==> src/rtl/sosd_ram.sv <==
module sosd_ram #(
    parameter int WIDTH = 2,
    parameter int DEPTH = 16,
    localparam int AW   = $clog2(DEPTH)
) (
    input  logic             aclk,
    input  logic             we,
    input  logic [AW-1:0]    waddr,
    input  logic [WIDTH-1:0] wdata,
    input  logic [AW-1:0]    raddr,
    output logic [WIDTH-1:0] rdata
);

    logic [WIDTH-1:0] mem [DEPTH];
    logic [WIDTH-1:0] rdata_reg;

    always_ff @(posedge aclk) begin
        if (we) begin
            mem[waddr] <= wdata;
        end
        rdata_reg <= mem[raddr];
    end

    assign rdata = rdata_reg;

endmodule

==> config.mk <==
export PLATFORM = sky130hd
export DESIGN_NAME = sosd_ram
export DESIGN_NICKNAME = d
export VERILOG_FILES = /design/src/rtl/sosd_ram.sv
export SDC_FILE = /design/constraint.sdc
export NUM_CORES = 1
export LEC_CHECK = 0
export BUFFER_PORTS_ARGS = -buffer_cell sky130_fd_sc_hd__buf_4
export CAP_MARGIN = 10
export CORE_MARGIN = 2
export CORE_UTILIZATION = 60
export CTS_BUF_LIST = sky130_fd_sc_hd__clkbuf_8
export DETAILED_ROUTE_END_ITERATION = 8
export GPL_TIMING_DRIVEN = 0
export PLACE_DENSITY = 0.81
export RECOVER_POWER = 50
export SYNTH_ARGS = -nofsm -noshare
export SYNTH_HDL_FRONTEND = slang
export SYNTH_SLANG_ARGS = --single-unit
==> constraint.sdc <==
create_clock -name aclk -period 2.03 [get_ports aclk]
set_input_delay 0.203 -clock aclk [delete_from_list [all_inputs] [get_ports aclk]]
set_output_delay 0.203 -clock aclk [all_outputs]
set_load 0.01 [all_outputs]
Word level (Yosys, flattened, before mapping)
Memory sizes are Yosys's and may differ from the RTL's. A register that Yosys moved wholly into a read port is not among the register bits.
Cells that the tools add are included.
{"block": "totals", "reg_bits": 0, "ramBits": 32, "inputBits": 12, "output_inout_bits": 2, "n_memories": 1}
{"block": "classes", "mux": 2}
{"memory": "mem", "depth": 16, "word_bits": 2, "read_ports": 1, "rd_ports_with_merged_regs": 1, "write_ports": 1, "line": "14", "rtl": "logic [WIDTH-1:0] mem [DEPTH];"}
{"cell": "$mux 1", "count": 2}

Longest topological paths before layout
Gate-level depths: netlist of run 1.
{"block": "logic_depth", "depth_word": 2, "ltp_mapped": 4, "ltp_nobuf": 3}

Worst setup path before layout of run 1
OpenSTA, ideal clock, no wires.
{"block": "synth_timing", "path_type": "input-to-reg", "startpoint": "input waddr[2]", "endpoint": "memory mem[0][0], enable pin", "setup_time_ns": 0.329, "arrival_time_ns": 0.908, "required_time_ns": 1.701, "setup_slack_ns": 0.793, "cell_stages": 2, "n_path_buf": 0, "cell_sequence": "or3b_2 nor3_1"}
{"item": "from (decl)", "line": "8", "rtl": "input logic [AW-1:0] waddr,"}
{"item": "to (decl)", "line": "14"}
Straight into the memory's write port.

==> flow_metrics.env, run 1 <==
export IMPL_post_cts_setup_buffer_count=0
export IMPL_initialDrtViolationCount=27
export IMPL_synth_top_area_cell="sky130_fd_sc_hd__edfxtp_1"
export IMPL_initial_core_util=0.630
export IMPL_syn_avg_cell_area_um2=17.7
export IMPL_ctsHoldBuffers=0
export IMPL_post_layout_power_mw=1.61
export IMPL_overflow=0
export IMPL_grt_use_total=0.225
export IMPL_setup_worst_path_start="mem[1][1]"
export IMPL_run_status="complete, no violations"
export IMPL_leading_cell_type_in_the_layout_fill_and_taps_excluded="sky130_fd_sc_hd__edfxtp_1"
export IMPL_switching_share=0.181
export IMPL_post_synth_main_area_contributors="sky130_fd_sc_hd__edfxtp_1, sky130_fd_sc_hd__mux4_1, sky130_fd_sc_hd__mux4_2, sky130_fd_sc_hd__nor2_1, sky130_fd_sc_hd__dfxtp_1"
export IMPL_power_frac_clock=0.454
export IMPL_worstReg2RegEnd="rdata[1]"
export IMPL_post_cts_resized=0
export IMPL_clk_pin_slew_ns=0.07
export IMPL_remaining_drc_errors=0
export IMPL_power_share_sequential=0.490
export IMPL_final_max_slew_violation_count=0
export IMPL_path_type_of_the_worst_setup_path="register to register"
export IMPL_die_area_um2=2700
export IMPL_register_area_share_after_synthesis=0.725
export IMPL_power_leakage_nw=0.545
export IMPL_routed_via_density=5.79
export IMPL_grt_start_max_net_pins=17
export IMPL_post_detailed_routing_wire_length_um=2330
export IMPL_power_density_nw_per_um2=992
export IMPL_timing_rr_start="mem[1][1]"
export IMPL_internal_power_mw=1.32
export IMPL_critical_path_peak_fanout=1
export IMPL_power_frac_comb=0.056
export IMPL_vias=724
export IMPL_power_switching_mw=0.292
export IMPL_register_area_um2=1000
export IMPL_clock_fmax_mhz=771
export IMPL_drv_cap=0
export IMPL_min_period_over_period=0.639
export IMPL_irDropWorstVdd_uv=920
export IMPL_min_path_type="input port to register"
export IMPL_grt_antenna_before_repair=0
export IMPL_startpoint_type="register"
export IMPL_yosys_cell_types_count=15
export IMPL_fraction_of_final_layout_cells_sized_beyond_drive_strength_1=0.227
export IMPL_cts_htree_levels=2
export IMPL_grt_first_pass_wirelength_um=3950
export IMPL_place_congestion=0.722
export IMPL_fin_skew_ns=0.00265
export IMPL_multi_input_comb_area_um2=364
export IMPL_worstHoldPathCells=3
export IMPL_cp_end_kind="register"
export IMPL_die_x_um=52.0
export IMPL_worstMarginPinSlew_ns=0.625
export IMPL_ctsRootBufferMaster="sky130_fd_sc_hd__clkbuf_8"
export IMPL_worst_slew_margin_rel=0.584
export IMPL_post_synth_top_area_fraction=0.696
export IMPL_first_global_vias=790
export IMPL_syn_inst=78
export IMPL_detailedRoute_firstPassIterationCount=4
export IMPL_largest_register_ff_count=32
export IMPL_ctsLongestPathBuffers=2
export IMPL_syn_cell_area_um2=1380
export IMPL_worstPathRequired_ns=2.20
export IMPL_fin_util=0.741
export IMPL_drt_antenna_violating_nets=0
export IMPL_floorplan_die_height_um=52.0
export IMPL_inserted_diodes=0
export IMPL_final_cell_mix="sky130_fd_sc_hd__edfxtp_1, sky130_fd_sc_hd__nor2_1, sky130_fd_sc_hd__buf_4"
export IMPL_reg2reg_setup_slack_ns=0.73
export IMPL_placementRows=17
export IMPL_rsz0062_at_grt="false"
export IMPL_worstRegToRegCells=3
export IMPL_design_portCount=14
export IMPL_synth_net_count=90
export IMPL_cp_arrival_ns=1.47
export IMPL_hpwl_um=1630
export IMPL_coreArea_um2=2190
export IMPL_fillers=125
export IMPL_total_clock_buffers_created_by_cts=5
export IMPL_insertion_delay_ns=0.28
export IMPL_final_sum_of_negative_setup_slack_ns=0
export IMPL_tritoncts_clock_tree="done"
export IMPL_synth_seq_cells=34
export IMPL_finalSetupViolations=0
export IMPL_number_of_hold_slack_violations_in_the_final_timing_report=0
export IMPL_final_nets=108
export IMPL_wl_per_cell_um=18.7
export IMPL_area_delta_synth_final_pct=17.7
export IMPL_synthesis_yosys_warnings=0
export IMPL_worstSetupEndpoint="rdata[1]"
export IMPL_fin_crit_ns=1.30
export IMPL_io_buf_count=11
export IMPL_cts_sinks=34
==> routing by layer <==
metal,up-vias,GRT usage,share of wire
met4,0,0.118,0.023
li1,345,-,-
met3,6,0.0776,0.063
met2,29,0.333,0.50
met5,-,0,0
met1,344,0.295,0.42
==> cell type report <==
class / instances / share of cell area
Timing Repair Buffer: 11 / 0.0439
Clock buffer: 5 / 0.0424
Multi-Input combinational cell: 42 / 0.224
Buffer: 2 / 0.00924
Clock inverter: 3 / 0.0424
Tap cell: 28 / 0.0216
Sequential cell: 34 / 0.616
==> cell usage after synthesis <==
cell type,n
sky130_fd_sc_hd__edfxtp_1,32
sky130_fd_sc_hd__nor2_1,13
sky130_fd_sc_hd__nand3_1,5
sky130_fd_sc_hd__mux4_1,4
sky130_fd_sc_hd__mux4_2,4
sky130_fd_sc_hd__nor3_1,4
sky130_fd_sc_hd__nand2_1,3
sky130_fd_sc_hd__a22oi_1,2
sky130_fd_sc_hd__dfxtp_1,2
sky130_fd_sc_hd__nand2b_1,2
sky130_fd_sc_hd__nand3b_1,2
sky130_fd_sc_hd__nor2b_1,2
sky130_fd_sc_hd__buf_6,1
sky130_fd_sc_hd__clkbuf_1,1
sky130_fd_sc_hd__or3b_2,1
==> power groups by stage <==
stage                     Sequential, mW  Clock, mW  Combinational (mW)
after floorplan                    0.805          0              0.0462
after global placement             0.803          0              0.0892
after detailed placement           0.805          0              0.0933
after CTS                          0.789      0.747              0.0943
after global routing               0.790      0.777               0.100
final                              0.789      0.731              0.0908
==> critical path, cell delays in order, from the launching register on <==
cell and delay [ns]:
sky130_fd_sc_hd__edfxtp_1 0.38, sky130_fd_sc_hd__mux4_2 0.46, sky130_fd_sc_hd__a22oi_1 0.25, sky130_fd_sc_hd__nand3_1 0.10
==> logic make-up after synthesis <==
group | share of synthesized area
DFF | 0.725
and+or+nand+nor | 0.112
muxes | 0.141
AOI/OAI and AO/OA | 0.0109
buffers and inverters | 0.0109
==> worst min path at each step <==
stage	slack, ns	start	to
2_1_floorplan	0.30	wdata[0]	mem[0][0]
5_1_grt	0.22	raddr[2]	rdata[0]
3_3_place_gp	0.47	raddr[2]	rdata[0]
4_1_cts	0.19	raddr[2]	rdata[0]
3_5_place_dp	0.49	raddr[2]	rdata[0]
6_report	0.20	raddr[2]	rdata[0]
==> through the flow <==
stage	cells	setup slack [ns]	hold WS, ns	cell area [µm²]
finish	125	0.733	0.200	1620
global route	125	0.650	0.225	1620
CTS	125	0.702	0.189	1640
detailed placement	117	0.487	0.489	1500
global placement	117	0.555	0.466	1500
floorplan	78	0.793	0.302	1380
(Power assumes the default switching activity.)
==> run 2: changes to the inputs <==
--- a/config.mk
+++ b/config.mk
@@ -8,11 +8,11 @@
 export BUFFER_PORTS_ARGS = -buffer_cell sky130_fd_sc_hd__buf_4
 export CAP_MARGIN = 10
 export CORE_MARGIN = 2
-export CORE_UTILIZATION = 60
+export CORE_UTILIZATION = 54
 export CTS_BUF_LIST = sky130_fd_sc_hd__clkbuf_8
 export DETAILED_ROUTE_END_ITERATION = 8
 export GPL_TIMING_DRIVEN = 0
-export PLACE_DENSITY = 0.81
+export PLACE_DENSITY = 0.77
 export RECOVER_POWER = 50
 export SYNTH_ARGS = -nofsm -noshare
 export SYNTH_HDL_FRONTEND = slang
==> constraint.sdc (replaced) <==
create_clock -name aclk -period 1 [get_ports aclk]
set_input_delay 0.1 -clock aclk [delete_from_list [all_inputs] [get_ports aclk]]
set_output_delay 0.1 -clock aclk [all_outputs]
set_load 0.01 [all_outputs]
==> run 2 against run 1 <==
Effect of this change: the flow now finishes with violations (setup timing); critical path depth is the same; combinational power grew 110%; cell area shrank 1.8%; register-to-register slack lost 0.98 ns; total power grew 68%; clock power grew 25%; cell count grew 1.6%; worst hold slack lost 0.12 ns; critical path type unchanged; largest cell class unchanged.
==> flow_metrics.env, run 2 (synthesized netlist as in run 1, its figures left out) <==
export IMPL_fin_crit_ns=1.24
export IMPL_die_area_um2=2980
export IMPL_initialDrtViolationCount=36
export IMPL_area_delta_synth_final_pct=15.5
export IMPL_run_status="finished, violations left"
export IMPL_final_sum_of_negative_setup_slack_ns=-0.485
export IMPL_fin_skew_ns=0.00577
export IMPL_drv_cap=0
export IMPL_finalSetupViolations=2
export IMPL_first_global_vias=682
export IMPL_cp_end_kind="register"
export IMPL_wl_per_cell_um=17.3
export IMPL_clk_pin_slew_ns=0.06
export IMPL_place_congestion=0.752
export IMPL_vias=742
export IMPL_total_clock_buffers_created_by_cts=5
export IMPL_post_cts_setup_buffer_count=0
export IMPL_detailedRoute_firstPassIterationCount=4
export IMPL_power_density_nw_per_um2=1700
export IMPL_leading_cell_type_in_the_layout_fill_and_taps_excluded="sky130_fd_sc_hd__edfxtp_1"
export IMPL_ctsLongestPathBuffers=2
export IMPL_ctsRootBufferMaster="sky130_fd_sc_hd__clkbuf_8"
export IMPL_final_cell_mix="sky130_fd_sc_hd__edfxtp_1, sky130_fd_sc_hd__nor2_1, sky130_fd_sc_hd__buf_4"
export IMPL_placementRows=18
export IMPL_rsz0062_at_grt="true"
export IMPL_clock_fmax_mhz=804
export IMPL_largest_register_ff_count=32
export IMPL_design_portCount=14
export IMPL_coreArea_um2=2450
export IMPL_critical_path_peak_fanout=1
export IMPL_tritoncts_clock_tree="done"
export IMPL_io_buf_count=11
export IMPL_cp_arrival_ns=1.41
export IMPL_worst_slew_margin_rel=0.582
export IMPL_number_of_hold_slack_violations_in_the_final_timing_report=0
export IMPL_remaining_drc_errors=0
export IMPL_fraction_of_final_layout_cells_sized_beyond_drive_strength_1=0.237
export IMPL_hold_worst_slack_ns=0.0782
export IMPL_cts_htree_levels=2
export IMPL_setup_ws_ns=-0.243
export IMPL_hpwl_um=1490
export IMPL_min_path_type="input port to register"
export IMPL_overflow=0
export IMPL_startpoint_type="register"
export IMPL_die_x_um=54.6
export IMPL_drt_antenna_violating_nets=0
export IMPL_cts_sinks=34
export IMPL_grt_first_pass_wirelength_um=3200
export IMPL_grt_start_max_net_pins=17
export IMPL_irDropWorstVdd_uv=1390
export IMPL_insertion_delay_ns=0.28
export IMPL_routed_via_density=5.84
export IMPL_initial_core_util=0.562
export IMPL_grt_antenna_before_repair=0
export IMPL_final_nets=108
export IMPL_ctsHoldBuffers=0
export IMPL_min_period_over_period=1.24
export IMPL_power_leakage_nw=0.530
export IMPL_floorplan_die_height_um=54.6
export IMPL_post_detailed_routing_wire_length_um=2200
export IMPL_worstPathRequired_ns=1.17
export IMPL_inserted_diodes=0
export IMPL_grt_use_total=0.174
export IMPL_final_max_slew_violation_count=0
export IMPL_post_layout_power_mw=2.71
export IMPL_worstMarginPinSlew_ns=0.627
export IMPL_path_type_of_the_worst_setup_path="register to register"
export IMPL_violations="setup timing"
## run 2: changes by cell type in the layout (fill, tap and decap cells not counted), sizes merged
cell,delta
bufinv,-2
clkinv,+1
inv,+1
## run 2: worst paths after layout
check | slack, ns | cells after the start | to | from
hold reg to reg | 0.66 | 3 | rdata[0] | mem[11][0]
hold / removal | 0.08 | 3 | rdata[0] | raddr[2]
setup reg to reg | -0.24 | 3 | rdata[1] | mem[2][1]
setup / recovery | -0.24 | 3 | rdata[1] | mem[2][1]
## run 2: what timing repair did
item                       in CTS  in global routing
pin swaps                       0                  0
setup endpoints to repair       2                  2
gates resized for setup         1                  1
## run 2: metal layers
| metal | vias to the layer above | GRT usage | routed length [µm] |
|---|---|---|---|
| met3 | 6 | 0.0656 | 136 |
| met1 | 367 | 0.223 | 945 |
| li1 | 344 | - | - |
| met2 | 25 | 0.251 | 1070 |
| met5 | - | 0 | 0 |
| met4 | 0 | 0.108 | 53 |
## run 2: critical path, stage by stage (launching register included)
cell and delay [ns]:
sky130_fd_sc_hd__edfxtp_1 0.37, sky130_fd_sc_hd__mux4_2 0.48, sky130_fd_sc_hd__a22oi_2 0.18, sky130_fd_sc_hd__nand3_1 0.10
## run 2: report_power, final
part	switching [mW]	total, mW	internal [mW]
clock network	0.447	0.914	0.467
registers	0.00840	1.60	1.59
logic	0.104	0.195	0.0912
## run 2: layout make-up
| cell class | instances | area (µm²) |
|---|---|---|
| timing repair buffer | 11 | 71.3 |
| multi-input combinational | 42 | 388 |
| sequential | 34 | 1000 |
| buffer | 2 | 15.0 |
| clock inverter | 3 | 12.5 |
| clock buffer | 5 | 68.8 |
| tap | 30 | 37.5 |
| fill | 165 | 861 |
## run 2: per-stage QoR
| step | instances | instance area [µm²] | setup slack, ns | util |
|---|---|---|---|---|
| after floorplan | 78 | 1390 | -0.152 | - |
| after CTS | 127 | 1600 | -0.248 | 0.652 |
| after global routing | 127 | 1590 | -0.276 | 0.649 |
| final | 127 | 1590 | -0.243 | 0.649 |
| after detailed placement | 119 | 1510 | -0.273 | 0.617 |
| after global placement | 119 | 1510 | -0.236 | 0.617 |
