[src/rtl/sosd_pkg.sv]
package sosd_pkg;

    localparam int MAX_VOXELS    = 262144;
    localparam int VOX_AW        = $clog2(MAX_VOXELS);
    localparam int POS_W         = VOX_AW + 1;
    localparam int MAX_SP        = 16384;
    localparam int SP_AW         = $clog2(MAX_SP);
    localparam int SPC_W         = SP_AW + 1;
    localparam int COORD_BITS    = 10;
    localparam int PT_W          = 3 * COORD_BITS;
    localparam int D2_W          = 22;
    localparam int ROOT_W        = 19;
    localparam int DIST_W        = 27;
    localparam int SUM_W         = 40;
    localparam int CNT_W         = 19;
    localparam int DEN_W         = CNT_W + 1;
    localparam int EXT_W         = 11;
    localparam int VAL_W         = 16;
    localparam int RATIO_W       = 17;
    localparam int CHAIN_CELLS   = 8;
    localparam int SHIFT_CNT_W   = $clog2(CHAIN_CELLS + 1);
    localparam int DRAIN_CYCLES  = CHAIN_CELLS + 3;
    localparam int DRAIN_W       = $clog2(DRAIN_CYCLES + 1);

    // configuration register indexes
    localparam logic [2:0] REG_LABEL  = 3'd0;
    localparam logic [2:0] REG_EXT_X  = 3'd1;
    localparam logic [2:0] REG_EXT_Y  = 3'd2;
    localparam logic [2:0] REG_EXT_Z  = 3'd3;
    localparam logic [2:0] REG_THREE_D = 3'd4;

    // one step of the distance chain: a held point, its running minimum and a passing point
    typedef struct packed {
        logic              av;
        logic [PT_W-1:0]   a;
        logic [D2_W-1:0]   md;
        logic              bv;
        logic [PT_W-1:0]   b;
    } link_t;

    typedef enum logic [3:0] {
        ST_IDLE,
        ST_SCAN,
        ST_DIR,
        ST_LOAD_RD,
        ST_LOAD_SH,
        ST_SQ_START,
        ST_SQ_WAIT,
        ST_NEXT,
        ST_STREAM,
        ST_DRAIN,
        ST_DIV_START,
        ST_DIV_WAIT,
        ST_OUT
    } state_t;

endpackage

[src/rtl/sosd_div.sv]
module sosd_div
    import sosd_pkg::*;
(
    input  logic             aclk,
    input  logic             aresetn,
    input  logic             start,
    input  logic [SUM_W-1:0] dividend,
    input  logic [DEN_W-1:0] divisor,
    output logic             done,
    output logic [SUM_W-1:0] quotient
);

    localparam int STEP_W = $clog2(SUM_W + 1);

    logic              busy_reg, done_reg;
    logic [STEP_W-1:0] cnt_reg;
    logic [DEN_W-1:0]  rem_reg, div_reg;
    logic [SUM_W-1:0]  quo_reg;
    logic [DEN_W:0]    sh, diff;

    assign sh   = {rem_reg, quo_reg[SUM_W-1]};
    assign diff = sh - {1'b0, div_reg};

    always_ff @(posedge aclk) begin
        if (!aresetn) begin
            busy_reg <= 1'b0;
            done_reg <= 1'b0;
            cnt_reg  <= '0;
        end else begin
            done_reg <= 1'b0;
            if (start) begin
                busy_reg <= 1'b1;
                cnt_reg  <= '0;
            end else if (busy_reg) begin
                cnt_reg <= cnt_reg + STEP_W'(1);
                if (cnt_reg == STEP_W'(SUM_W - 1)) begin
                    busy_reg <= 1'b0;
                    done_reg <= 1'b1;
                end
            end
        end
    end

    // one quotient bit per cycle
    always_ff @(posedge aclk) begin
        if (start) begin
            rem_reg <= '0;
            div_reg <= divisor;
            quo_reg <= dividend;
        end else if (busy_reg) begin
            if (sh >= {1'b0, div_reg}) begin
                rem_reg <= diff[DEN_W-1:0];
                quo_reg <= {quo_reg[SUM_W-2:0], 1'b1};
            end else begin
                rem_reg <= sh[DEN_W-1:0];
                quo_reg <= {quo_reg[SUM_W-2:0], 1'b0};
            end
        end
    end

    assign done     = done_reg;
    assign quotient = quo_reg;

endmodule

[config.mk]
export PLATFORM = sky130hd
export DESIGN_NAME = sosd_div
export DESIGN_NICKNAME = d
export VERILOG_FILES = /design/src/rtl/sosd_pkg.sv /design/src/rtl/sosd_div.sv
export SDC_FILE = /design/constraint.sdc
export NUM_CORES = 1
export LEC_CHECK = 0
export BUFFER_PORTS_ARGS = -buffer_cell sky130_fd_sc_hd__buf_2
export CAP_MARGIN = 20
export CORE_MARGIN = 2
export CORE_UTILIZATION = 59
export DETAILED_ROUTE_END_ITERATION = 10
export HOLD_SLACK_MARGIN = 0.1
export PLACE_DENSITY = 0.86
export SLEW_MARGIN = 20
export SYNTH_ARGS = -nofsm -noshare
export SYNTH_HDL_FRONTEND = slang
export SYNTH_SLANG_ARGS = --single-unit
[constraint.sdc]
create_clock -name aclk -period 5.9 [get_ports aclk]
set_input_delay 0.295 -clock aclk [delete_from_list [all_inputs] [get_ports aclk]]
set_output_delay 0.295 -clock aclk [all_outputs]
set_load 0.05 [all_outputs]
# Yosys cells after proc, flatten, opt, wreduce, memory -nomap -nowiden
# Index checks and enable logic that the tools add are counted.
dict set report classes {
  n_addsub 2
  magnitude_cmp 1
  eq_ne 1
  mux 8
  n_bitwise 2
  n_reduce_logical 3
}
# operator count
set op_table {}
lappend op_table {{$mux W40} 2}
lappend op_table {{$ge A21 B20 Y1} 1}
lappend op_table {{$mux W20} 1}
lappend op_table {{$sub A20 B20 Y20} 1}
lappend op_table {{$add A6 B1 Y6 const B} 1}
lappend op_table {{$eq A6 B6 Y1 const B} 1}
lappend op_table {{$mux W1} 5}
lappend op_table {{$reduce_or A3 Y1} 1}
lappend op_table {{$not A1 Y1} 2}
lappend op_table {{$reduce_bool A2 Y1} 1}
lappend op_table {{$reduce_or A2 Y1} 1}
dict set report totals {
  regBits 88
  in_bits 63
  output_inout_bits 41
  wordCells 23
}

# Depth between registers and ports, before layout
# Gate-level depths: netlist of the first run.
dict set report logic_depth {
  ltp_word 4
  mapped_depth 11
  depth_no_buf 10
}

# Worst setup path before layout of the first run
# No wires, ideal clock.
dict set report synth_timing {
  path_type {flip-flop to flip-flop}
  from {register div_reg[4]}
  to {register quo_reg[0] (netlist: quotient[0]) (data pin)}
  setup_time_ns 0.260
  arrival_ns 2.525
  t_required_ns 5.640
  path_slack_ns 3.116
  stages_incl_launch_ff 10
  n_path_buf 1
  synth_period_minus_slack_ns 2.784
  path_cell_list {edfxtp_1 > inv_1 > ha_1 > a21o_1 > or3_4 > o21a_4 > o41ai_4 > o311ai_4 > buf_6 > mux2_2}
}
dict set report synth_via {
  elab_chain_cells 4
}
# element line
set synth_lines {}
lappend synth_lines {{start, declared} sosd_div.sv:17} ;# logic [DEN_W-1:0] rem_reg, div_reg;
lappend synth_lines {{start signal, assigned} sosd_div.sv:48} ;# div_reg <= divisor;
lappend synth_lines {{$ge A21 B20 Y1} sosd_div.sv:51} ;# if (sh >= {1'b0, div_reg}) begin
lappend synth_lines {{$mux W1} sosd_div.sv:51}
lappend synth_lines {{$mux W40} sosd_div.sv:50} ;# end else if (busy_reg) begin
lappend synth_lines {{$mux W40} sosd_div.sv:46} ;# if (start) begin
lappend synth_lines {{end signal, assigned} sosd_div.sv:49} ;# quo_reg <= dividend;
lappend synth_lines {{end signal, assigned} sosd_div.sv:53} ;# quo_reg <= {quo_reg[SUM_W-2:0], 1'b1};
lappend synth_lines {{end signal, assigned} sosd_div.sv:56} ;# quo_reg <= {quo_reg[SUM_W-2:0], 1'b0};
lappend synth_lines {{end, declared} sosd_div.sv:18} ;# logic [SUM_W-1:0] quo_reg;
# Every way passes these cells. The select of a mux whose other input is x is not followed.
# A chain may end at the register's enable or synchronous reset.

# Final worst setup path of the first run
# Same ends and word-level chain as after synthesis.

==> results.cfg, run 1 <==
[clocking]
cts_resized = 0
insertion_delay_ns = 0.37
cts_setup_buffers = 0
cts_buffers = 9
clock-sinks = 88
clkTransAtPathRegs_ns = 0.10
cts_tree = built
root_buffer = clkbuf_8
htreeDepth = 3
clk_path_buf_depth = 2
hold_buffers = 17

[grt]
grt_pass1_vias = 3768
grt_pass1_wl_um = 17330
grt_max_degree = 81
grt_use_total_pct = 25.22
antenna_found_initial = 0
globalRouteOverflowTotal = 0

[die]
die_area_um2 = 8828
core_region_area_um2 = 7767
fp-row-count = 32
die_x_um = 93.96
start_util_pct = 61.47
die_h_um = 93.96
ios = 104

[sta]
tightest_slew_ns = 0.9951
slew_violations = 0
finalSetupViolations = 0
finalCritPeriodShare_pct = 52.40
fin_crit_ns = 3.091
rsz0062_at_grt = no
timing.fmax_mhz = 323.5
hold_viol_final = 0
finClkSkew_ns = 0.01144
timing.slew.headroom_pct = 33.66
tns_ns = 0

[cells_and_area]
largest_register_ff_count = 40
seq_area_um2 = 2362
fin_nets = 622
fillers = 525
finish.utilization_pct = 73.76
drive_above_1_share_pct = 33.95
area_growth_pct = 19.99
antenna_cells = 0
multiInputGateArea_um2 = 2216

[yosys]
synth.avg_cell_area_um2 = 11.37
synthTopCellsByArea = edfxtp_1 38%, dfxtp_1 12%, mux2_2 9.4%, ha_1 5.5%, nor2_1 2.9%
synth_edf_count = 60
yosysSeqAreaShare_pct = 49.48
ys_warn_count = 0
syn_area_um2 = 4775
synth_cells = 420
synth.most_common_cell = edfxtp_1
synth_top_cell_by_area = edfxtp_1
synth-main-ff-cell = edfxtp_1
synth.top_cell.area_share_pct = 37.74
syn-num-nets = 505
synth-async-reset-ratio_pct = 0
synth.distinct_cells = 60
synthTopCellsByCount = 60 x edfxtp_1, 40 x mux2_2, 37 x nor2_1, 31 x nand2_1, 29 x inv_1
ys_ff_latch = 88

[power_and_ir_drop]
seq_power_share_pct = 45.4
combPwrFrac_pct = 28.3
leakagePower_nw = 2.416
switching_share_pct = 34.12
p_per_area_nw_per_um2 = 290.7
p_int_mw = 1.097
vdd_drop_max_mv = 0.2466
p_clk_share_pct = 26.3
p_switching_mw = 0.5682

[route]
vias_per_cell = 5.786
ant_nets = 0
highest_layer = met4
met2_length_um = 5348
drt_iter0_markers = 128
routedWlPerCell_um = 16.69
wl_um = 10750
remaining_drc_errors = 0
vias = 3726
drt_first_pass_iters = 4
wl_met3_um = 800
met1Wirelength_um = 4441

[status]
outcome = complete, no violations

[placed_design]
routabilityCongestion = 0.8628
port-buffer-count = 103
hpwl_um = 7484

[critical_path]
cp-start-kind = register
end_kind = register
critPathMaxFanout = 15
worstSetupPathType = reg -> reg
crit_arrival_ns = 3.22
cp_data_required_time_ns = 6.03

[job]
drv_cap = 0

[min_path]
hp-class = in -> reg
-- metrics by stage --
stage	setup slack [ns]	hold WS [ns]	instances	total power [mW]	area, um2
6_report	2.809	0.1069	644	1.665	5729
5_1_grt	2.705	0.1042	644	1.730	5729
4_1_cts	2.795	0.1014	643	1.666	5718
3_5_place_dp	2.797	0.4731	610	1.222	5348
3_3_place_gp	2.889	0.4718	610	1.206	5348
2_1_floorplan	3.116	0.3939	420	1.118	4775
-- kinds of logic (layout without fill, tap and decap cells) --
logic type | Yosys count | after routing | share of synthesized area, %
simple gates | 119 | 119 | 12.00
flops | 88 | 88 | 49.48
compound gates | 84 | 84 | 15.09
buf+inv | 46 | 168 | 4.114
mux | 44 | 44 | 10.27
fa+ha+maj | 22 | 22 | 5.922
xor+xnor | 17 | 17 | 3.118
-- routing by layer --
metal | global-route usage, % | up-vias
met3 | 8.266 | 21
met2 | 42.62 | 128
met1 | 30.41 | 1786
met4 | 8.333 | 0
met5 | 0 | -
li1 | - | 1791
-- power groups by stage --
stage,logic (mW),clock network (mW),registers [mW]
after detailed placement,0.455,0,0.767
after global routing,0.508,0.460,0.761
after floorplan,0.255,0,0.864
after CTS,0.467,0.444,0.755
after global placement,0.441,0,0.765
final,0.472,0.438,0.755
-- area by class of cell --
| class | count | area share (%) |
|---|---|---|
| Inverter | 29 | 1.900 |
| Tap cell | 102 | 2.228 |
| Sequential cell | 88 | 41.23 |
| Clock inverter | 7 | 1.332 |
| Timing Repair Buffer | 123 | 12.47 |
| Clock buffer | 9 | 2.162 |
| Multi-Input combinational cell | 286 | 38.68 |
-- placed cells by master (no fill, tap or decap), types with 6 or more instances in the layout --
cell type,synthesis,routed
buf_2,1,102
edfxtp_1,60,60
mux2_2,40,40
nor2_1,37,37
nand2_1,31,31
inv_1,29,29
dfxtp_1,28,28
ha_1,21,21
dlygate4sd3_1,0,17
a21oi_1,14,14
o21ai_0,14,14
nand3_1,13,13
xnor2_1,12,12
clkbuf_8,0,9
a311oi_2,7,7
nand2b_1,6,6
o211ai_1,6,6
nand4_1,6,6
-- worst max-delay path, stage by stage (launching register included) --
cell      delay, ns
edfxtp_1       0.34
inv_1          0.04
ha_1           0.34
a21o_1         0.23
or3_4          0.33
o21a_4         0.23
o41ai_4        0.56
o311ai_4       0.29
buf_6          0.24
mux2_2         0.26
-- worst paths after layout --
check | start | endpoint | slack [ns] | cells after the start
min reg2reg | cnt_reg[5] | cnt_reg[5] | 0.50 | 2
max | div_reg[4] | quotient[0] | 2.81 | 9
min | divisor[10] | div_reg[10] | 0.11 | 1
max reg2reg | div_reg[4] | quotient[0] | 2.81 | 9
No activity file was read; power rests on OpenSTA's default activity.
==> run 2, diff against run 1 <==
- ABC_AREA: default -> 1
- CORE_UTILIZATION: 59 -> 55
- PLACE_DENSITY: 0.86 -> 0.8
- clock period: 5.9 -> 2.9 ns (I/O delays scaled with it)
==> run 2 against run 1 <==
Net effect: combinational power rose by 38%; non-clock buffer count is 47 higher; fmax grew 33%; flip-flop and latch count unchanged; critical path depth rose by 5; sequential share of layout area decreased by 4.6 points; clock skew increased by 0.00068 ns; sequential power up 97%; critical endpoint is now rem_reg[18]; largest power group unchanged.
==> results.cfg, run 2 <==
[status]
outcome = complete, no violations

[die]
die_area_um2 = 10020
start_util_pct = 55.77
fp-row-count = 35
die_x_um = 100.1
core_region_area_um2 = 9109
die_h_um = 100.1
ios = 104

[min_path]
hp-class = in -> reg
min_from = dividend[0]
holdPathStages = 3

[critical_path]
crit_path_frequent_cell = nand2_1
startpoint = div_reg[5]
r2r_setup_slack_ns = 0.58
crit_cells = 14
worstSetupPathType = reg -> reg
crit_path_cell_trace = inv_1 > ha_1 > nand2_1 > nor2_2 > nand2_1 > nor2_1 > nand2_1 > nand2_1 > nor2_2 > buf_4 > nand2_4 > nand3_1 > nand2_1 > nand2_1
rr_worst_depth = 14
cp-start-kind = register
r2r-start = div_reg[5]
path_buf_inv = 2
crit_arrival_ns = 2.57
cp_top_family = simple AND/OR/NAND/NOR gates
slowest_delay_ns = 0.36
slowest_stage = ha_1
cp_data_required_time_ns = 3.16
critPathMaxFanout = 20
end_kind = register

[clocking]
cts_tree = built
clk_path_buf_depth = 2
clkTransAtPathRegs_ns = 0.10
insertion_delay_ns = 0.36
htreeDepth = 3
clock-sinks = 88
cts_resized = 0
hold_buffers = 60
cts_buffers = 9
root_buffer = clkbuf_8
cts_setup_buffers = 0

[placed_design]
dp_worst_setup_slack_ns = 0.6044
dpl_cell_area_um2 = 5673
routabilityCongestion = 0.9882
port-buffer-count = 103
hpwl_um = 8582

[route]
ant_nets = 0
vias = 4909
routedWlPerCell_um = 14.77
wl_um = 13710
vias_per_cell = 5.290
remaining_drc_errors = 0
drt_iter0_markers = 267
drt_first_pass_iters = 7

[sta]
hold_viol_final = 0
slew_violations = 0
finalCritPeriodShare_pct = 79.88
tightest_slew_ns = 0.6519
timing.slew.headroom_pct = 56.54
finClkSkew_ns = 0.01212
fin_ws_ns = 0.5836
fin_crit_ns = 2.316
rsz0062_at_grt = no
timing.fmax_mhz = 431.7
tns_ns = 0
finalSetupViolations = 0
whs_ns = 0.1630

[cells_and_area]
drive_above_1_share_pct = 18.85
mostFrequentLayoutCell = nand2_1
final_cell_area_um2 = 6455
mostFrequentLayoutCells = 258 x nand2_1, 103 x buf_2, 89 x inv_1, 60 x edfxtp_1, 60 x dlygate4sd3_1
area_growth_pct = 27.07
largest_register_ff_count = 40
fin_nets = 897
antenna_cells = 0

[yosys]
syn-num-nets = 735
synth-async-reset-ratio_pct = 0
synth_edf_count = 60
synth-main-ff-cell = edfxtp_1
synth.avg_cell_area_um2 = 7.815
ys_ff_latch = 88
syn_area_um2 = 5080
synth.top_cell.area_share_pct = 35.47
synthTopCellsByArea = edfxtp_1 35%, nand2_1 19%, dfxtp_1 11%, inv_1 6.7%, ha_1 5.2%
synth_top_cell_by_area = edfxtp_1
synth_cells = 650
synth.distinct_cells = 35
synth.most_common_cell = nand2_1
ys_warn_count = 0
yosysSeqAreaShare_pct = 46.50
synthTopCellsByCount = 258 x nand2_1, 90 x inv_1, 60 x edfxtp_1, 49 x nand3_1, 28 x dfxtp_1

[grt]
grt_pass1_vias = 4934
antenna_found_initial = 0
globalRouteOverflowTotal = 0
grt_pass1_wl_um = 22640
grt_use_total_pct = 28.27
grt_max_degree = 60

[power_and_ir_drop]
vdd_drop_max_mv = 0.3462
total_power_mw = 2.949
p_per_area_nw_per_um2 = 456.8
leakagePower_nw = 3.286

[job]
drv_cap = 0
-- run 2: cell count changes in the layout (fill, tap and decap cells not counted), sizes merged, moves of 40 or more --
cell	change
dlygate4sd3	+43
nand2	+236
nand3	+46
inv	+59
mux2	-40
-- run 2: cell type report --
cell class | count | area, um2
repair buffers | 170 | 1181
flip-flops and latches | 88 | 2362
clock buffers | 10 | 127.6
fillers | 687 | 2654
clock inverters | 6 | 53.80
inverters | 94 | 352.8
multi-input cells | 449 | 2238
well taps | 111 | 138.9
-- run 2: final timing paths --
path | endpoint
worst min-delay path | quotient[0]
worst max register to register | rem_reg[18]
worst max-delay path | rem_reg[18]
worst min register to register | rem_reg[11]
-- run 2: layer usage --
metal  global-route usage (%)  up-vias  wire [um]
met5                        0        -          0
met4                    11.28        0        422
met3                    7.033       43       1222
met2                    48.08      254       6540
met1                    34.62     2227       5524
li1                         -     2385          -
-- run 2: cell families (layout without fill, tap and decap cells) --
kind of cell,Yosys count,in the layout,synth area share [%]
AND/OR/NAND/NOR,384,384,33.23
adder cells (fa/ha/maj),22,22,5.566
AO/OA/AOI/OAI,34,34,3.719
XOR/XNOR,9,9,1.552
buffers and inverters,113,280,9.433
flip-flops,88,88,46.50
-- run 2: metrics by stage --
| step | instances | utilization, % |
|---|---|---|
| detailed placement | 852 | 62.28 |
| CTS | 928 | 70.87 |
| global placement | 852 | 62.28 |
| floorplan | 650 | - |
| finish | 928 | 70.87 |
| global route | 928 | 70.87 |
-- run 2: worst reg2reg max path, cell delays in order (launching register included) --
cell and delay, ns:
edfxtp_1 0.34, inv_1 0.05, ha_1 0.36, nand2_1 0.15
nor2_2 0.17, nand2_1 0.07, nor2_1 0.15, nand2_1 0.07
nand2_1 0.08, nor2_2 0.05, buf_4 0.19, nand2_4 0.25
nand3_1 0.17, nand2_1 0.10, nand2_1 0.05
-- run 2: power by group --
group / total, mW / switching [mW] / internal, mW
sequential: 1.49 / 0.0499 / 1.44
combinational: 0.651 / 0.445 / 0.206
clock: 0.806 / 0.480 / 0.326
total: 2.95 / 0.975 / 1.97
==> run 3, diff against run 2 <==
- clock period: 2.9 -> 2.2 ns (I/O delays scaled with it)
==> run 3 against run 2 <==
Net effect: cell area up 3.2%; combinational power up 37%; routed wire length up 13%; clock power up 44%; power up 36%; non-clock buffer count up 12; fmax up 13%.
==> results.cfg, run 3 (synthesis results as in run 2) <==
[cells_and_area]
mostFrequentLayoutCells = 257 x nand2_1, 103 x buf_2, 89 x inv_1, 61 x dlygate4sd3_1, 60 x edfxtp_1
fin_nets = 910
mostFrequentLayoutCell = nand2_1
final_cells = 941
fillers = 664
largest_register_ff_count = 40
area_growth_pct = 31.13
drive_above_1_share_pct = 21.81
final_cell_area_um2 = 6661
finish.utilization_pct = 73.13
antenna_cells = 0

[critical_path]
cp-start-kind = register
crit_path_cell_trace = inv_1 > ha_2 > nand2_2 > inv_2 > nand2_1 > inv_1 > a21oi_2 > nand2_2 > nand2_8 > buf_4 > nand3b_1 > nand3_1 > nand2_1
worstSetupPathType = reg -> reg
critPathMaxFanout = 10
path_buf_inv = 4
cp_data_required_time_ns = 2.47
slowest_delay_ns = 0.38
end_kind = register
cp_top_family = simple AND/OR/NAND/NOR gates
slowest_stage = edfxtp_1
crit_arrival_ns = 2.32

[sta]
rsz0062_at_grt = yes
tightest_slew_ns = 0.5641
fin_crit_ns = 2.046
finClkSkew_ns = 0.01756
finalSetupViolations = 0
timing.fmax_mhz = 488.6
slew_violations = 0
hold_viol_final = 0
finalCritPeriodShare_pct = 93.02
timing.slew.headroom_pct = 62.35
tns_ns = 0

[route]
drt_first_pass_iters = 5
remaining_drc_errors = 0
wl_met3_um = 1406
met2_length_um = 7448
vias = 5039
highest_layer = met4
vias_per_cell = 5.355
drt_iter0_markers = 245
ant_nets = 0
wl_um = 15460
routedWlPerCell_um = 16.43
met1Wirelength_um = 6177

[job]
drv_cap = 0

[placed_design]
hpwl_um = 9542
numPlacedInstances = 857
routabilityCongestion = 0.9276
dpl_cell_area_um2 = 5698
port-buffer-count = 103

[die]
core_region_area_um2 = 9109
die_area_um2 = 10020
die_h_um = 100.1
ios = 104
start_util_pct = 55.77
die_x_um = 100.1
fp-row-count = 35

[clocking]
htreeDepth = 3
clock-sinks = 88
clkTransAtPathRegs_ns = 0.10
clk_path_buf_depth = 2
cts_tree = built
cts_buffers = 9
insertion_delay_ns = 0.38
root_buffer = clkbuf_8

[power_and_ir_drop]
p_per_area_nw_per_um2 = 604.1
leakagePower_nw = 3.335
total_power_mw = 4.024
vdd_drop_max_mv = 0.6180

[grt]
grt_use_total_pct = 31.95
antenna_found_initial = 0
grt_pass1_wl_um = 24920
grt_max_degree = 40
grt_pass1_vias = 5096
globalRouteOverflowTotal = 0

[status]
outcome = complete, no violations

[min_path]
hp-class = in -> reg
## run 3: layout make-up
cell class	instances	area, um2	share of cell area (%)
timing repair buffer	182	1281	19.23
sequential	88	2362	35.46
tap	111	138.9	2.085
clock buffer	10	127.6	1.916
multi-input combinational	450	2331	34.99
inverter	94	352.8	5.297
clock inverter	6	67.56	1.014
## run 3: final timing paths
check	start	endpoint	slack, ns	cells after the start
setup / recovery	div_reg[10]	rem_reg[10]	0.15	13
setup reg to reg	div_reg[10]	rem_reg[10]	0.15	13
hold / removal	start	rem_reg[17]	0.20	4
hold reg to reg	rem_reg[19]	rem_reg[19]	0.48	2
## run 3: what timing repair did
item | CTS | global route
resized for setup | 1 | 21
setup endpoints to repair | 6 | 59
cloned | 0 | 1
hold endpoints to repair | 61 | 0
buffers inserted | 0 | 6
hold buffers | 61 | 0
pin swaps | 0 | 3
## run 3: metrics by stage
stage               setup WS, ns  hold slack, ns
global route           -0.009732          0.2481
finish                    0.1535          0.2047
CTS                      0.03551          0.2942
detailed placement      -0.01295          0.2884
global placement         0.02312          0.2862
floorplan                0.01221          0.2089
## run 3: per-layer routing
layer  vias up  GRT usage, %
met2       269         52.55
met1      2316         40.57
met3        38         8.705
met5         -             0
met4         0         11.91
li1       2416             -
## run 3: tightest hold or removal path, stage by stage
cell	delay [ns]
buf_2	0.16
nor2_2	0.14
nand2_1	0.09
nand2_1	0.04
## run 3: power by group
part           internal, mW  switching (mW)
logic                 0.282           0.609
clock network         0.532           0.632
registers              1.90          0.0677
