==> src/rtl/sosd_pkg.sv <==
package sosd_pkg;

    localparam int MAX_VOXELS    = 262144;
    localparam int VOX_AW        = $clog2(MAX_VOXELS);
    localparam int POS_W         = VOX_AW + 1;
    localparam int MAX_SP        = 16384;
    localparam int SP_AW         = $clog2(MAX_SP);
    localparam int SPC_W         = SP_AW + 1;
    localparam int COORD_BITS    = 10;
    localparam int PT_W          = 3 * COORD_BITS;
    localparam int D2_W          = 22;
    localparam int ROOT_W        = 19;
    localparam int DIST_W        = 27;
    localparam int SUM_W         = 40;
    localparam int CNT_W         = 19;
    localparam int DEN_W         = CNT_W + 1;
    localparam int EXT_W         = 11;
    localparam int VAL_W         = 16;
    localparam int RATIO_W       = 17;
    localparam int CHAIN_CELLS   = 8;
    localparam int SHIFT_CNT_W   = $clog2(CHAIN_CELLS + 1);
    localparam int DRAIN_CYCLES  = CHAIN_CELLS + 3;
    localparam int DRAIN_W       = $clog2(DRAIN_CYCLES + 1);

    // configuration register indexes
    localparam logic [2:0] REG_LABEL  = 3'd0;
    localparam logic [2:0] REG_EXT_X  = 3'd1;
    localparam logic [2:0] REG_EXT_Y  = 3'd2;
    localparam logic [2:0] REG_EXT_Z  = 3'd3;
    localparam logic [2:0] REG_THREE_D = 3'd4;

    // one step of the distance chain: a held point, its running minimum and a passing point
    typedef struct packed {
        logic              av;
        logic [PT_W-1:0]   a;
        logic [D2_W-1:0]   md;
        logic              bv;
        logic [PT_W-1:0]   b;
    } link_t;

    typedef enum logic [3:0] {
        ST_IDLE,
        ST_SCAN,
        ST_DIR,
        ST_LOAD_RD,
        ST_LOAD_SH,
        ST_SQ_START,
        ST_SQ_WAIT,
        ST_NEXT,
        ST_STREAM,
        ST_DRAIN,
        ST_DIV_START,
        ST_DIV_WAIT,
        ST_OUT
    } state_t;

endpackage

==> src/rtl/sosd_sqrt.sv <==
module sosd_sqrt
    import sosd_pkg::*;
(
    input  logic              aclk,
    input  logic              aresetn,
    input  logic              start,
    input  logic [D2_W-1:0]   radicand,
    output logic              done,
    output logic [ROOT_W-1:0] root
);

    localparam int RAD_W = D2_W + 16;

    logic             busy_reg, done_reg;
    logic [RAD_W-1:0] v_reg, res_reg, bit_reg, trial;

    assign trial = res_reg + bit_reg;

    always_ff @(posedge aclk) begin
        if (!aresetn) begin
            busy_reg <= 1'b0;
            done_reg <= 1'b0;
        end else begin
            done_reg <= 1'b0;
            if (start) begin
                busy_reg <= 1'b1;
            end else if (busy_reg && bit_reg[0]) begin
                busy_reg <= 1'b0;
                done_reg <= 1'b1;
            end
        end
    end

    // one result bit per cycle, restoring form
    always_ff @(posedge aclk) begin
        if (start) begin
            v_reg   <= {radicand, 16'b0};
            res_reg <= '0;
            bit_reg <= RAD_W'(1) << (RAD_W - 2);
        end else if (busy_reg) begin
            if (v_reg >= trial) begin
                v_reg   <= v_reg - trial;
                res_reg <= (res_reg >> 1) + bit_reg;
            end else begin
                res_reg <= res_reg >> 1;
            end
            bit_reg <= bit_reg >> 2;
        end
    end

    assign done = done_reg;
    assign root = res_reg[ROOT_W-1:0];

endmodule

==> config.mk <==
export PLATFORM = sky130hd
export DESIGN_NAME = sosd_sqrt
export DESIGN_NICKNAME = d
export VERILOG_FILES = /design/src/rtl/sosd_pkg.sv /design/src/rtl/sosd_sqrt.sv
export SDC_FILE = /design/constraint.sdc
export NUM_CORES = 1
export LEC_CHECK = 0
export ABC_AREA = 1
export BUFFER_PORTS_ARGS = -buffer_cell sky130_fd_sc_hd__buf_2
export CAP_MARGIN = 20
export CORE_UTILIZATION = 56
export DETAILED_ROUTE_END_ITERATION = 10
export MAX_ROUTING_LAYER = met4
export PLACE_DENSITY = 0.84
export SLEW_MARGIN = 30
export SYNTH_ARGS = -nofsm -noshare
export SYNTH_HDL_FRONTEND = slang
export SYNTH_SLANG_ARGS = --single-unit
==> constraint.sdc <==
create_clock -name aclk -period 4.55 [get_ports aclk]
set_input_delay 1.365 -clock aclk [delete_from_list [all_inputs] [get_ports aclk]]
set_output_delay 1.365 -clock aclk [all_outputs]
set_load 0.02 [all_outputs]
== Word-level counts from Yosys, hierarchy flattened ==
Cells that the tools add are included.

* ROM bits: 0
* Register bits after elaboration: 97
* Logic and storage cells: 25
* Memories: 0
* Input bits: 25
* RAM bits: 0
* Latch bits: 0

* Shifts and indexed selects: 0
* Reduce and logical (&&, ||, !) cells: 7
* Mux-type cells: 7
* Bitwise operators: 1
* Eq/ne operators: 0
* $lt $le $gt $ge: 1
* $add $sub $neg: 3
* Divide/modulo/power cells: 0
* Multipliers: 0

{| class="wikitable"
|+ Operators with widths
! kind !! number
|-
| $mux 38 || 4
|-
| $add 37x37->38 || 1
|-
| $add 38x37->38 || 1
|-
| $ge 38x38->1 || 1
|-
| $sub 38x38->38 || 1
|-
| $reduce_bool 2->1 || 3
|-
| $reduce_and 2->1 || 2
|-
| $mux 1 || 3
|-
| $reduce_or 2->1 || 1
|-
| $logic_and 1x1->1 || 1
|-
| $not 1->1 || 1
|}

== Depth between registers and ports, before layout ==
Gate-level depths: netlist (run 1).

* Word-level depth: 5
* Mapped depth: 29
* Mapped depth without buffers: 27

== Worst setup path after synthesis (run 1) ==
OpenSTA, ideal clock, no wires.

* Path type: register -> register
* Start point: reg bit_reg[0]
* End point: reg v_reg[16], enable pin
* Clock period less this slack: 3.787 ns
* Data arrival time: 3.407 ns
* Path slack: 0.763 ns
* Cell stages (with the launch flop): 25
* Path buffers: 0
* Cells stage by stage: dfxtp_1 > ha_1 > ha_1 > nand3_1 > nand2_1 > nand2_1 > a21oi_1 > nand2_1 > nand2_1 > nand4_1 > nand2_1 > nand2_1 > nand3_1 > nand2_1 > ha_1 > nand2_2 > nor2_1 > inv_1 > nor2_1 > nand3_1 > nand2_1 > nor2_4 > nand2_4 > nand2_2 > nand2_1

* Cells in the longest elaborated chain, start to end: 4

{| class="wikitable"
|+ Ends and longest elaborated chain
! element !! line !! source
|-
| start, declared || sosd_sqrt.sv:15 || <nowiki>logic [RAD_W-1:0] v_reg, res_reg, bit_reg, trial;</nowiki>
|-
| start signal, assigned || sosd_sqrt.sv:39 || <nowiki>bit_reg <= RAD_W'(1) << (RAD_W - 2);</nowiki>
|-
| start signal, assigned || sosd_sqrt.sv:47 || <nowiki>bit_reg <= bit_reg >> 2;</nowiki>
|-
| $add 38x37->38 || sosd_sqrt.sv:17 || <nowiki>assign trial = res_reg + bit_reg;</nowiki>
|-
| $ge 38x38->1 || sosd_sqrt.sv:41 || <nowiki>if (v_reg >= trial) begin</nowiki>
|-
| $reduce_bool 2->1 (no source line) || - ||
|-
| $reduce_and 2->1 (no source line) || - ||
|-
| end signal, assigned || sosd_sqrt.sv:37 || <nowiki>v_reg <= {radicand, 16'b0};</nowiki>
|-
| end signal, assigned || sosd_sqrt.sv:42 || <nowiki>v_reg <= v_reg - trial;</nowiki>
|-
| end, declared || sosd_sqrt.sv:15 ||
|}

Every way passes these cells.
A chain may end at the register's enable or synchronous reset.

== Worst setup path after layout (run 1) ==
* Start point: reg res_reg[6]
* End point: reg v_reg[29], enable pin

* Cells in the longest elaborated chain, start to end: 4

{| class="wikitable"
|+ Ends and longest elaborated chain
! element !! line !! source
|-
| start, declared || sosd_sqrt.sv:15 ||
|-
| start signal, assigned || sosd_sqrt.sv:43 || <nowiki>res_reg <= (res_reg >> 1) + bit_reg;</nowiki>
|-
| start signal, assigned || sosd_sqrt.sv:45 || <nowiki>res_reg <= res_reg >> 1;</nowiki>
|-
| $add 38x37->38 || sosd_sqrt.sv:17 ||
|-
| $ge 38x38->1 || sosd_sqrt.sv:41 ||
|-
| $reduce_bool 2->1 (no source line) || - ||
|-
| $reduce_and 2->1 (no source line) || - ||
|}

Every way passes these cells.

==> metrics.md, run 1 <==
| Metric | Value |
|---|---|
| Placeable core region | `roughly 0.018 mm²` |
| Via count of the first global-routing pass | `between 10,000 and 15,000` |
| Port-buffer cells | `44` |
| Startpoint of the worst hold path | `v_reg[9]` |
| Floorplan die height | `140 µm` |
| Root buf cell | `sky130_fd_sc_hd__clkbuf_16` |
| Number of cells traversed by the worst hold path | `2` |
| EDFF count, synth | `22` |
| Cell variety after synth | `between 40 and 50` |
| Adder-cell area share of the yosys netlist | `around a tenth` |
| Most frequently used flop master after synthesis | `sky130_fd_sc_hd__dfxtp_1` |
| Worst reg2reg startpoint | `res_reg[6]` |
| Fill cell instance count of the final layout | `1,883` |
| Cell area after layout | `approximately 0.011 mm²` |
| Post-layout net count | `a little under 2,000` |
| Overflow after GRT | `0` |
| Post-synthesis simple-gate area fraction | `slightly below 40%` |
| Slew margin rel. | `~37%` |
| Cell leakage power | `approximately 0.0056 µW` |
| Average cell area after synthesis | `roughly 5.9 µm²` |
| Worst setup SP type | `register` |
| Cell area after technology mapping | `between 0.01 and 0.015 mm²` |
| Parity-gate share of the synthesized area counting xor and xnor cells | `5.94%` |
| Worst Path Class, Setup | `register to register` |
| Share of post-route cells with drive strength above 1 | `approximately 7.2%` |
| Pin count of the biggest net entering global routing | `43` |
| Die extent in x | `between 100 and 150 µm` |
| Slowest stage cell on the critical path | `sky130_fd_sc_hd__o21ai_0` |
| All-Layer GR Usage | `39.3%` |
| Final setup violation count | `0` |
| Multiplexer fraction of the synthesized cell area | `0%` |
| Routability Congestion | `approximately 1.0` |
| Number of clock sinks | `97` |
| Sort of element at the end of the critical path | `register` |
| Top achievable clock speed | `about 0.23 GHz` |
| Terminus of the critical flop-to-flop path | `v_reg[29]` |
| Top-area cell type share of the netlist area | `roughly a fifth` |
| Synth area leaders | `sky130_fd_sc_hd__nand2_1 21%, sky130_fd_sc_hd__dfxtp_1 14%, sky130_fd_sc_hd__ha_1 9.2%, sky130_fd_sc_hd__inv_1 8.6%, sky130_fd_sc_hd__nand3_1 8.1%` |
| Average wire length per cell after detail routing | `roughly 18 µm` |
| Gate count of the mapped netlist | `1,794` |
| Clk pin slew, worst setup/hold paths | `approximately 0.090 ns` |
| # hold bufs at CTS | `0` |
| Overall via count from detail_route | `~12,000` |
| Worst-case hold slack | `roughly 0.48 ns` |
| Hold Vio Cnt, Final | `0` |
| Detailed router's first-iteration violation count | `954` |
| Number of search-and-repair iterations in the first detailed-routing pass | `6` |
| Arrival time worst endpoint | `4.36 ns` |
| Number of top-level design ports | `45` |
| Share of the core filled with cells in the final layout | `62.6%` |
| HPWL Detailed | `about 30,000 µm` |
| Clock Path Buffers | `2` |
| Critical path buffers and inverters | `2` |
| Delay of the slowest cell on the worst path | `roughly 0.42 ns` |
| Setup TNS after final layout | `0 ns` |
| Final period utilization | `approximately 94%` |
| Number of pins with negative max-slew slack in the final report | `0` |
| Clock tree from TritonCTS | `done` |
| Peak supply drop | `around 0.46 mV` |
| Routed WL | `~37,000 µm` |
| Tightest Hold Check Type | `register to register` |
| Worst Skew | `roughly 0.015 ns` |
| Chain of cells forming the critical path | `ha_1 > nand2_1 > o21ai_0 > a21oi_1 > o21ai_0 > a21oi_1 > o21bai_1 > xor2_1 > ha_1 > nand2_1 > nor2_2 > inv_1 > nor3_2 > nand2_4 > nand2_4 > nand2_2 > nand2_1 > buf_12` |
| Worst min-delay path endpoint | `v_reg[9]` |
| Endpoint required time on the critical path | `~4.6 ns` |
| Dpl cell area | `0.0111 mm²` |
| Most numerous cell types in the synthesized netlist | `584 x sky130_fd_sc_hd__nand2_1, 244 x sky130_fd_sc_hd__inv_1, 172 x sky130_fd_sc_hd__nand3_1, 159 x sky130_fd_sc_hd__nor2_1, 90 x sky130_fd_sc_hd__a21oi_1` |
| H-tree depth | `3` |
| RSZ-0062 raised after global routing | `false` |
| Top fanout value on the critical path | `23` |
| Die Outline Area | `a little under 0.02 mm²` |
| Post-synthesis async set-or-reset flop share | `0%` |
| Tightest Pin Transition | `roughly 0.95 ns` |
| Final critical delay including setup and external delays | `4.29 ns` |
| Run status | `complete, no violations` |
| Number of buffers inserted during clock tree synthesis | `9` |
| Top-count cell post-synth | `sky130_fd_sc_hd__nand2_1` |
| Number of nets in the synthesized netlist | `1,898` |
| Pwr per Cell Area | `between 400 and 500 mW/mm²` |
| Worst path top cell family by delay | `compound AO/OA/AOI/OAI gates` |
| Total of warnings raised by yosys | `0` |
| Synthesized-area fraction occupied by ao, oa, aoi and oai cells | `about an eighth` |
| Antenna violations before repair | `0` |
| Post-synthesis sequential area ratio | `20.4%` |
| Detailed-route vias per instance | `approximately 5.8` |
| Skew-Pair Late Insertion Delay | `roughly 0.37 ns` |
| Cell repeated most along the worst path | `sky130_fd_sc_hd__nand2_1` |
| Cell Rows | `just under 50` |
| Main combinational cell family by area after synthesis | `simple AND/OR/NAND/NOR gates` |
| Number of flip-flops and latches in the synthesized netlist | `97` |
| Max-cap violation count | `0` |
| # diodes | `0` |
| Cell count of the worst reg-to-reg path | `18` |
| Drc violations | `0` |
| Dominant cell type by area after synthesis | `sky130_fd_sc_hd__nand2_1` |
| Global-route wire length before repair | `around 58,000 µm` |
| Register-to-register path setup slack | `about 0.26 ns` |
| Number of nets with antenna violations after detailed routing | `0` |
| Area growth, synth to finish | `7.67%` |
| Starting density of the core | `about 58%` |
[how the worst max path moves through the flow]
stage | start | end | slack, ns | cells past startpoint
2_1_floorplan | bit_reg[0] | v_reg[16] | 0.76 | 24
3_3_place_gp | bit_reg[0] | res_reg[22] | 0.21 | 26
3_5_place_dp | bit_reg[0] | v_reg[23] | 0.23 | 26
4_1_cts | bit_reg[0] | v_reg[23] | 0.17 | 26
5_1_grt | bit_reg[20] | v_reg[23] | 0.001 | 23
6_report | res_reg[6] | v_reg[29] | 0.26 | 18
[routing by layer]
layer / part of all wire [%] / vias to the layer above / track usage, %
li1: - / 5846 / -
met2: 47 / 528 / 65.3
met1: 42 / 5415 / 48.1
met3: 6.1 / 97 / 3.03
met4: 4.7 / 0 / 18.9
met5: 0 / - / -
[metrics by stage]
step	power [µW]	setup slack, ns	std cells
2_1_floorplan	3140	0.763	1794
3_3_place_gp	3790	0.209	2050
3_5_place_dp	3810	0.230	2050
4_1_cts	4660	0.170	2066
5_1_grt	5040	0.00125	2066
6_report	4730	0.265	2066
[cell families after synthesis]
kind of cell,count (synthesis)
simple gates,997
buf+inv,308
compound gates,241
flops,97
fa+ha+maj,79
xor+xnor,72
[power by group]
group	switching, µW	internal [µW]	leakage, µW
Sequential	90.1	1010	0.000839
Clock	408	447	0.000159
Combinational	1850	926	0.00457
[cells in the final DEF (no fill, tap or decap), drive strengths merged]
cell type	count
a211oi	1
a21o	4
a21oi	92
a221oi	1
a31oi	6
and2	5
and3	2
buf	88
bufinv	1
clkbuf	9
clkinv	4
dfxtp	75
edfxtp	22
fa	1
ha	78
inv	249
nand2	596
nand2b	1
nand3	173
nand3b	10
nand4	20
nor2	166
nor3	18
nor4	4
o2111ai	1
o211ai	8
o21a	3
o21ai	93
o21bai	12
o22ai	20
or2	2
xnor2	39
xor2	33
[worst reg2reg max path: stages (launching register included)]
cell                       delay, ns
sky130_fd_sc_hd__dfxtp_1        0.37
sky130_fd_sc_hd__ha_1           0.37
sky130_fd_sc_hd__nand2_1        0.16
sky130_fd_sc_hd__o21ai_0        0.31
sky130_fd_sc_hd__a21oi_1        0.14
sky130_fd_sc_hd__o21ai_0        0.42
sky130_fd_sc_hd__a21oi_1        0.19
sky130_fd_sc_hd__o21bai_1       0.20
sky130_fd_sc_hd__xor2_1         0.29
sky130_fd_sc_hd__ha_1           0.26
sky130_fd_sc_hd__nand2_1        0.14
sky130_fd_sc_hd__nor2_2         0.18
sky130_fd_sc_hd__inv_1          0.09
sky130_fd_sc_hd__nor3_2         0.25
sky130_fd_sc_hd__nand2_4        0.08
sky130_fd_sc_hd__nand2_4        0.11
sky130_fd_sc_hd__nand2_2        0.09
sky130_fd_sc_hd__nand2_1        0.12
sky130_fd_sc_hd__buf_12         0.21
[area by class of cell]
cell class / count / area [µm²] / share of cell area (%)
multi-input combinational: 1389 / 7160 / 62.6
sequential: 97 / 2160 / 18.9
inverter: 247 / 935 / 8.17
timing repair buffer: 88 / 567 / 4.96
tap: 229 / 287 / 2.51
clock buffer: 9 / 225 / 1.97
clock inverter: 7 / 97.6 / 0.854
[timing repair]
action                                  4_1_cts  5_1_grt
endpoints found under the hold margin         0        0
gates resized for setup                       0        7
setup buffers                                 0        0
endpoints found under the setup margin        0       75
No activity file was read; power rests on OpenSTA's default activity.
==> run 2: changes to the inputs <==
- PLACE_DENSITY: 0.84 -> 0.87
- clock period: 4.55 -> 3.8 ns (I/O delays scaled with it)
==> metrics.md, run 2 (synthesized netlist as in run 1, its figures left out) <==
| Metric | Value |
|---|---|
| Final setup violation count | `0` |
| Max-cap violation count | `0` |
| Root buf cell | `sky130_fd_sc_hd__clkbuf_16` |
| Number of pins with negative max-slew slack in the final report | `0` |
| Most frequent standard cell in the layout excluding fill and tap cells | `sky130_fd_sc_hd__nand2_1` |
| Share of post-route cells with drive strength above 1 | `between 10% and 20%` |
| Worst Path Class, Setup | `register to register` |
| Detailed-route vias per instance | `~5.7` |
| Cell leakage power | `around 0.0061 µW` |
| Port-buffer cells | `between 40 and 50` |
| Clock tree from TritonCTS | `done` |
| Number of clock sinks | `97` |
| Overflow after GRT | `0` |
| Worst Skew | `between 0.01 and 0.015 ns` |
| Placeable core region | `between 0.015 and 0.02 mm²` |
| Number of nets with antenna violations after detailed routing | `0` |
| Clock Path Buffers | `2` |
| Combinational group share of total power | `62.1%` |
| Switching pwr | `between 2000 and 3000 µW` |
| # diodes | `0` |
| Flop pwr share | `roughly 22%` |
| Internal Pwr Total | `about 3100 µW` |
| Global-route wire length before repair | `roughly 61,000 µm` |
| Count of placed standard cells including taps | `2,136` |
| H-tree depth | `3` |
| Final period utilization | `between 90% and 100%` |
| Die extent in x | `140 µm` |
| # hold bufs at CTS | `0` |
| Detailed router's first-iteration violation count | `roughly 1,200` |
| Floorplan die height | `approximately 140 µm` |
| Via count of the first global-routing pass | `roughly 12,000` |
| Run status | `complete, no violations` |
| Routability Congestion | `a little over 1` |
| Routed WL | `between 30,000 and 40,000 µm` |
| Clk network pwr share | `between 15 and 20%` |
| Average wire length per cell after detail routing | `roughly 18 µm` |
| Clk pin slew, worst setup/hold paths | `around 0.080 ns` |
| Cell Rows | `slightly below 50` |
| HPWL Detailed | `31,100 µm` |
| Highest-count cells in the layout ignoring fill and taps | `566 x sky130_fd_sc_hd__nand2_1, 242 x sky130_fd_sc_hd__inv_1, 168 x sky130_fd_sc_hd__nand3_1` |
| Top fanout value on the critical path | `16` |
| Top achievable clock speed | `around 0.27 GHz` |
| Arrival time worst endpoint | `slightly below 4 ns` |
| Number of buffers inserted during clock tree synthesis | `9` |
| Hold Vio Cnt, Final | `0` |
| Post-layout net count | `2,027` |
| Tightest Hold Check Type | `register to register` |
| Switching part of the total | `48.7%` |
| Endpoint required time on the critical path | `3.92 ns` |
| Pwr per Cell Area | `roughly 480 mW/mm²` |
| Peak supply drop | `about 0.53 mV` |
| All-Layer GR Usage | `41.2%` |
| RSZ-0062 raised after global routing | `true` |
| Overall via count from detail_route | `12,400` |
| Worst setup SP type | `register` |
| Final critical delay including setup and external delays | `between 3 and 4 ns` |
| Number of search-and-repair iterations in the first detailed-routing pass | `5` |
| Slew margin rel. | `between 50% and 60%` |
| Fill cell instance count of the final layout | `roughly 1,600` |
| Drc violations | `0` |
| Number of top-level design ports | `45` |
| Pin count of the biggest net entering global routing | `47` |
| Starting density of the core | `roughly three fifths` |
| Final cell count without fillers | `between 2,000 and 2,500` |
| Sort of element at the end of the critical path | `register` |
| Skew-Pair Late Insertion Delay | `about 0.37 ns` |
| Die Outline Area | `~0.02 mm²` |
| Area growth, synth to finish | `19.8%` |
| Antenna violations before repair | `0` |
| Tightest Pin Transition | `~0.71 ns` |
| Worst-case hold slack | `0.478 ns` |
## run 2: cell count changes in the layout (fill, tap and decap cells not counted), moves of 14 or more
cell                      delta
sky130_fd_sc_hd__o21ai_1    +14
sky130_fd_sc_hd__a21oi_1    -15
sky130_fd_sc_hd__a21oi_2    +14
sky130_fd_sc_hd__nand2_2    +14
sky130_fd_sc_hd__nand2_1    -18
sky130_fd_sc_hd__o21ai_0    -24
sky130_fd_sc_hd__nor2_1     -28
sky130_fd_sc_hd__buf_4      +88
sky130_fd_sc_hd__nor2_2     +20
## run 2: area by class of cell
class / count / area (µm²) / share of cell area (%)
inverters: 247 / 940 / 7.39
clock buffers: 10 / 239 / 1.88
clock inverters: 6 / 72.6 / 0.571
repair buffers: 179 / 1300 / 10.2
flip-flops and latches: 97 / 2160 / 17.0
multi-input cells: 1389 / 7720 / 60.7
well taps: 229 / 287 / 2.25
## run 2: path summary, 6_finish.rpt
check | from | to | slack [ns] | depth (start not counted)
worst max-delay path | bit_reg[4] | v_reg[36] | 0.04 | 22
worst max register to register | bit_reg[4] | v_reg[36] | 0.04 | 22
worst min-delay path | v_reg[9] | v_reg[9] | 0.48 | 2
worst min register to register | v_reg[9] | v_reg[9] | 0.48 | 2
## run 2: repair_timing
item / CTS / global route
pin swaps: 2 / 24
endpoints found under the setup margin: 85 / 98
buffers inserted: 1 / 3
gates resized for setup: 17 / 143
endpoints found under the hold margin: 0 / 0
gates cloned: 0 / 1
## run 2: worst max-delay path: stages, from the launching register on
cell and delay, ns:
sky130_fd_sc_hd__dfxtp_1 0.36, sky130_fd_sc_hd__ha_1 0.38, sky130_fd_sc_hd__nand2_1 0.14, sky130_fd_sc_hd__o21ai_0 0.24, sky130_fd_sc_hd__a21oi_2 0.11, sky130_fd_sc_hd__o21ai_4 0.21, sky130_fd_sc_hd__a21oi_4 0.07, sky130_fd_sc_hd__o21ai_2 0.20
sky130_fd_sc_hd__xor2_2 0.27, sky130_fd_sc_hd__ha_4 0.25, sky130_fd_sc_hd__nand2_1 0.11, sky130_fd_sc_hd__inv_1 0.07, sky130_fd_sc_hd__nand2_1 0.09, sky130_fd_sc_hd__nand2_1 0.07, sky130_fd_sc_hd__nand2_2 0.11, sky130_fd_sc_hd__a21oi_2 0.08
sky130_fd_sc_hd__nor2_4 0.13, sky130_fd_sc_hd__nand2_4 0.09, sky130_fd_sc_hd__buf_4 0.14, sky130_fd_sc_hd__nand2_4 0.10, sky130_fd_sc_hd__clkinv_8 0.12, sky130_fd_sc_hd__nand3_1 0.11, sky130_fd_sc_hd__nand2_1 0.06
## run 2: through the flow
| step | area [µm²] | setup WS [ns] | util, % | total power [µW] | TNS (ns) |
|---|---|---|---|---|---|
| after floorplan | 10600 | 0.0130 | - | 3760 | 0 |
| after global placement | 11800 | -0.166 | 64.3 | 4750 | -4.67 |
| after detailed placement | 11800 | -0.166 | 64.3 | 4790 | -4.54 |
| after CTS | 12100 | 0.00192 | 66.3 | 5800 | 0 |
| after global routing | 12700 | -0.0958 | 69.6 | 6480 | -2.52 |
| final | 12700 | 0.0364 | 69.6 | 6100 | 0 |
## run 2: power by group through the flow
stage / registers (µW) / clock network (µW) / logic (µW)
final: 1320 / 992 / 3790
after global routing: 1330 / 1020 / 4140
after CTS: 1300 / 989 / 3510
after detailed placement: 1330 / 0 / 3470
after global placement: 1320 / 0 / 3430
after floorplan: 1310 / 0 / 2450
## run 2: metal layers
metal  vias up  GRT usage (%)  share of wire (%)
met5         -              -                  0
met4         0           19.4                5.0
met3       117           5.37                8.3
met2       600           70.8                 48
met1      5654           47.6                 39
li1       6019              -                  -
